==> config.mk <==
export PLATFORM = sky130hd
export DESIGN_NAME = hsm_ram
export DESIGN_NICKNAME = d
export VERILOG_FILES = /design/src/hw/rtl/hsm_ram.sv
export SDC_FILE = /design/constraint.sdc
export NUM_CORES = 1
export LEC_CHECK = 0
export ABC_AREA = 1
export ABC_CLOCK_PERIOD_IN_PS = 1130
export CORE_MARGIN = 2
export CORE_UTILIZATION = 55
export CTS_CLUSTER_DIAMETER = 150
export DETAILED_ROUTE_END_ITERATION = 12
export DONT_BUFFER_PORTS = 1
export PLACE_DENSITY = 0.75
export RECOVER_POWER = 100
export SLEW_MARGIN = 30
export SYNTH_ARGS = -nofsm -noshare
export SYNTH_HDL_FRONTEND = slang
export SYNTH_SLANG_ARGS = --single-unit
==> constraint.sdc <==
create_clock -name clk_i -period 1.13 [get_ports clk_i]
set_input_delay 0.1695 -clock clk_i [delete_from_list [all_inputs] [get_ports clk_i]]
set_output_delay 0.1695 -clock clk_i [all_outputs]
set_load 0.03 [all_outputs]
==> src/hw/rtl/hsm_ram.sv <==
module hsm_ram #(
  parameter int unsigned WIDTH = 8,
  parameter int unsigned DEPTH = 2
) (
  input  logic                     clk_i,
  input  logic                     we_i,
  input  logic [$clog2(DEPTH)-1:0] waddr_i,
  input  logic [WIDTH-1:0]         wdata_i,
  input  logic [$clog2(DEPTH)-1:0] raddr_i,
  output logic [WIDTH-1:0]         rdata_o
);

  logic [WIDTH-1:0] mem_q [DEPTH];
  logic [WIDTH-1:0] rdata_q;

  // read returns the old word on a same-address write
  always_ff @(posedge clk_i) begin
    if (we_i) begin
      mem_q[waddr_i] <= wdata_i;
    end
    rdata_q <= mem_q[raddr_i];
  end

  assign rdata_o = rdata_q;

endmodule

### Word-level counts from Yosys, hierarchy flattened

Memories as Yosys holds them, arrays and structs flattened. A register that Yosys moved wholly into a read port is not among the register bits.
Cells that the tools add are included.

| word-level totals | value |
|---|---|
| register bits after elaboration | 0 |
| bits in latches | 0 |
| RAM bits | 16 |
| memory bits (read-only) | 0 |
| input port bits | 12 |
| output and inout bits | 8 |
| memories | 1 |

Memory list:

| name | depth | width | read ports | clocked after memory_dff | write ports | RTL line | RTL |
|---|---|---|---|---|---|---|---|
| mem_q | 2 | 8 | 1 | 1 | 1 | 13 | `logic [WIDTH-1:0] mem_q [DEPTH];` |

| cells by class | value |
|---|---|
| add/subtract/negate cells | 0 |
| $mul | 0 |
| div/mod/pow operators | 0 |
| $lt $le $gt $ge | 0 |
| equality and inequality tests | 0 |
| shift operators | 0 |
| muxes and demuxes | 2 |
| bitwise gates (word level) | 0 |
| reductions and logical operators | 0 |

Operators with widths:

| cell | number |
|---|---|
| $mux 1 | 2 |

### Depth between registers and ports, before layout

| depth | value |
|---|---|
| word-level depth | 2 |
| gate-level depth with buffers | 4 |
| gate-level depth less buffers | 3 |

### Least setup slack after synthesis

Ideal clock, no wire load.

| path | value |
|---|---|
| path kind | input-to-reg |
| start point | in we_i |
| end point | mem mem_q[0][0] (enable) |
| library setup time | 371 ps |
| arrival time | 558 ps |
| required time | 759 ps |
| setup slack | 201 ps |
| stages | 2 |
| buffers on the path | 0 |
| path through | inv_1 nor2_1 |

| between the ends | value |
|---|---|
| cells in the longest elaborated chain, start to end | 2 |

Ends and longest elaborated chain:

| item | RTL line | RTL |
|---|---|---|
| start: declaration | 6 | `input logic we_i,` |
| $mux 1 | 18 | `if (we_i) begin` |
| $mux 1 (implied by the code) | 19 | `mem_q[waddr_i] <= wdata_i;` |
| end: declaration | 13 |  |

No other way between the ends.

### Worst setup path after layout

| path | value |
|---|---|
| start point | reg rdata_q[6], in the netlist rdata_o[6], read port of mem_q |
| end point | out rdata_o[6] |

RTL lines:

| item | RTL line | RTL |
|---|---|---|
| start: declaration | 14 | `logic [WIDTH-1:0] rdata_q;` |
| end: declaration | 10 | `output logic [WIDTH-1:0] rdata_o` |

No word-level cell between the ends.

==> flow_metrics.tcl <==
set metrics [dict create \
    status "completed" \
    path_clk_slew_ns 0.11 \
    min_path_type "in -> reg" \
    hpwlAfterDp_um 573 \
    drc 0 \
    vias_per_cell 4.79 \
    critPathCaptureType "output pin" \
    max_clock_freq_ghz 1.03 \
    ioPinCount 20 \
    n_fill_cell 99 \
    yosysSeqAreaShare 0.842 \
    first_pass_iters 3 \
    rows 13 \
    avgSynthCellArea_um2 14.1 \
    ys_warn_count 0 \
    power.density_nw_per_um2 1670 \
    hold_viol 0 \
    start_kind "register" \
    required_ns 0.96 \
    antenna_cells 0 \
    yosys.area.top_type "edfxtp_1" \
    crit_fanout 1 \
    grt_setup_unrepaired "no" \
    syn-num-nets 66 \
    grt_pass1_wl_um 1210 \
    final.min_clock_period_ns 0.969 \
    dieArea_um2 1700 \
    grt_max_degree 13 \
    wire_per_inst_um 11.2 \
    die_x_um 41.2 \
    worstSkewPairLatency_ns 0.29 \
    p_total_mw 1.48 \
    tightest_slew_ns 0.459 \
    cts-resized-gates 0 \
    critPathKind "reg -> out" \
    grt_overflow 0 \
    cts_made_buffers 3 \
    synthToLayoutAreaGrowth_pct 16.3 \
    timing.setup.tns_ns 0 \
    start_util 0.585 \
    synth_top_area_frac 0.632 \
    dieHeight_um 41.2 \
    grt_pass1_vias 306 \
    ys_types 7 \
    antenna_found_initial 0 \
    relSlewSlack 0.694 \
    leakage_nw 0.362 \
    ir_drop_v 0.000952 \
    htreeDepth 1 \
    drv_cap 0 \
    syn_inst 54 \
    grt.total_usage 0.126 \
    numClockSinks 24 \
    syn_area_um2 761 \
    skew_ns 0.000839 \
    arrival_ns 0.80 \
    num_vias 388 \
    coreArea_um2 1300 \
    clockBufferDepth 2 \
    drive_above_1_share 0.0606 \
    fin_nets 80 \
    cts_tree "built" \
    finalSetupViolations 0 \
    clock-root-buffer "clkbuf_4" \
    place.port_buffers 0 \
    postRouteAntennaNets 0 \
    synth-seq-cells 24 \
    drt_wl_total_um 905 \
    final_core_util 0.680 \
    place.gp.congestion 0.734 \
    slew_violations 0 \
    drtIter0Drc 17 \
    synth_area_leaders "edfxtp_1 (63%), dfxtp_1 (21%), nand2_1 (12%), buf_6 (1.5%), inv_1 (0.99%)" \
    period_share 0.858 \
]
-- cell type report --
class	count	area, um2	area share
clock buffers	3	22.5	0.0255
inverters	3	11.3	0.0127
multi-input cells	26	97.6	0.110
flip-flops and latches	24	641	0.724
well taps	15	18.8	0.0212
repair buffers	10	93.8	0.106
-- per-layer routing --
| layer | part of all wire | vias to the layer above | global-route usage | routed length [um] |
|---|---|---|---|---|
| li1 | - | 198 | - | - |
| met1 | 0.42 | 177 | 0.140 | 376 |
| met2 | 0.52 | 13 | 0.203 | 473 |
| met3 | 0.061 | 0 | 0.0652 | 55 |
| met4 | 0 | 0 | 0.0484 | 0 |
| met5 | 0 | - | 0 | 0 |
-- tightest hold or removal path: cells and delay by family --
kind                   cells  cell delay (ns)
buffers and inverters      1             0.05
AND/OR/NAND/NOR            2             0.10
-- cell usage in the layout, fill, tap and decap left out --
cell type,count
edfxtp_1,16
nor2_1,1
nand2_1,25
dfxtp_1,8
inv_2,1
clkbuf_1,1
inv_1,2
clkbuf_4,3
dlygate4sd3_1,9
-- power by group --
group | switching (mW) | internal, mW
Sequential | 0.0676 | 1.00
Clock | 0.211 | 0.124
Combinational | 0.0396 | 0.0346
Total | 0.318 | 1.16
-- stage by stage --
stage / hold WS (ns) / setup WS [ns] / std cells / instance area (um2)
after detailed placement: 0.268 / 0.374 / 69 / 776
after global routing: 0.0527 / 0.119 / 81 / 885
after CTS: 0.0563 / 0.149 / 81 / 888
after global placement: 0.268 / 0.378 / 69 / 776
final: 0.0559 / 0.161 / 81 / 885
after floorplan: 0.268 / 0.201 / 54 / 761
-- kinds of logic (layout without fill, tap and decap cells) --
kind of cell           Yosys count  after routing  share of synthesized area
AND/OR/NAND/NOR                 26             26                      0.128
flip-flops                      24             24                      0.842
buffers and inverters            4             16                     0.0296
-- Yosys cell counts --
master / n
buf_6: 1
dfxtp_1: 8
edfxtp_1: 16
inv_1: 2
inv_2: 1
nand2_1: 25
nor2_1: 1
-- sequential cells by signal, summed over array words and instances, names as in the netlist --
signal / flops
rdata_o: 8
mem_q: 16
-- repair_timing --
item,in CTS,in global routing
endpoints found under the setup margin,0,0
setup buffers,0,0
hold buffers,9,0
hold endpoints to repair,24,0
-- path summary, 6_finish.rpt --
kind / to / depth (start not counted) / slack, ns / from
min reg2reg: rdata_o[5]$_DFF_P_ / 2 / 0.44 / mem_q[0][5]$_DFFE_PP_
max reg2reg: rdata_o[1]$_DFF_P_ / 2 / 0.52 / mem_q[1][1]$_DFFE_PP_
max: rdata_o[6] / 0 / 0.16 / rdata_o[6]$_DFF_P_
min: rdata_o[6]$_DFF_P_ / 3 / 0.06 / raddr_i
Power figures use the tool's default switching activity.
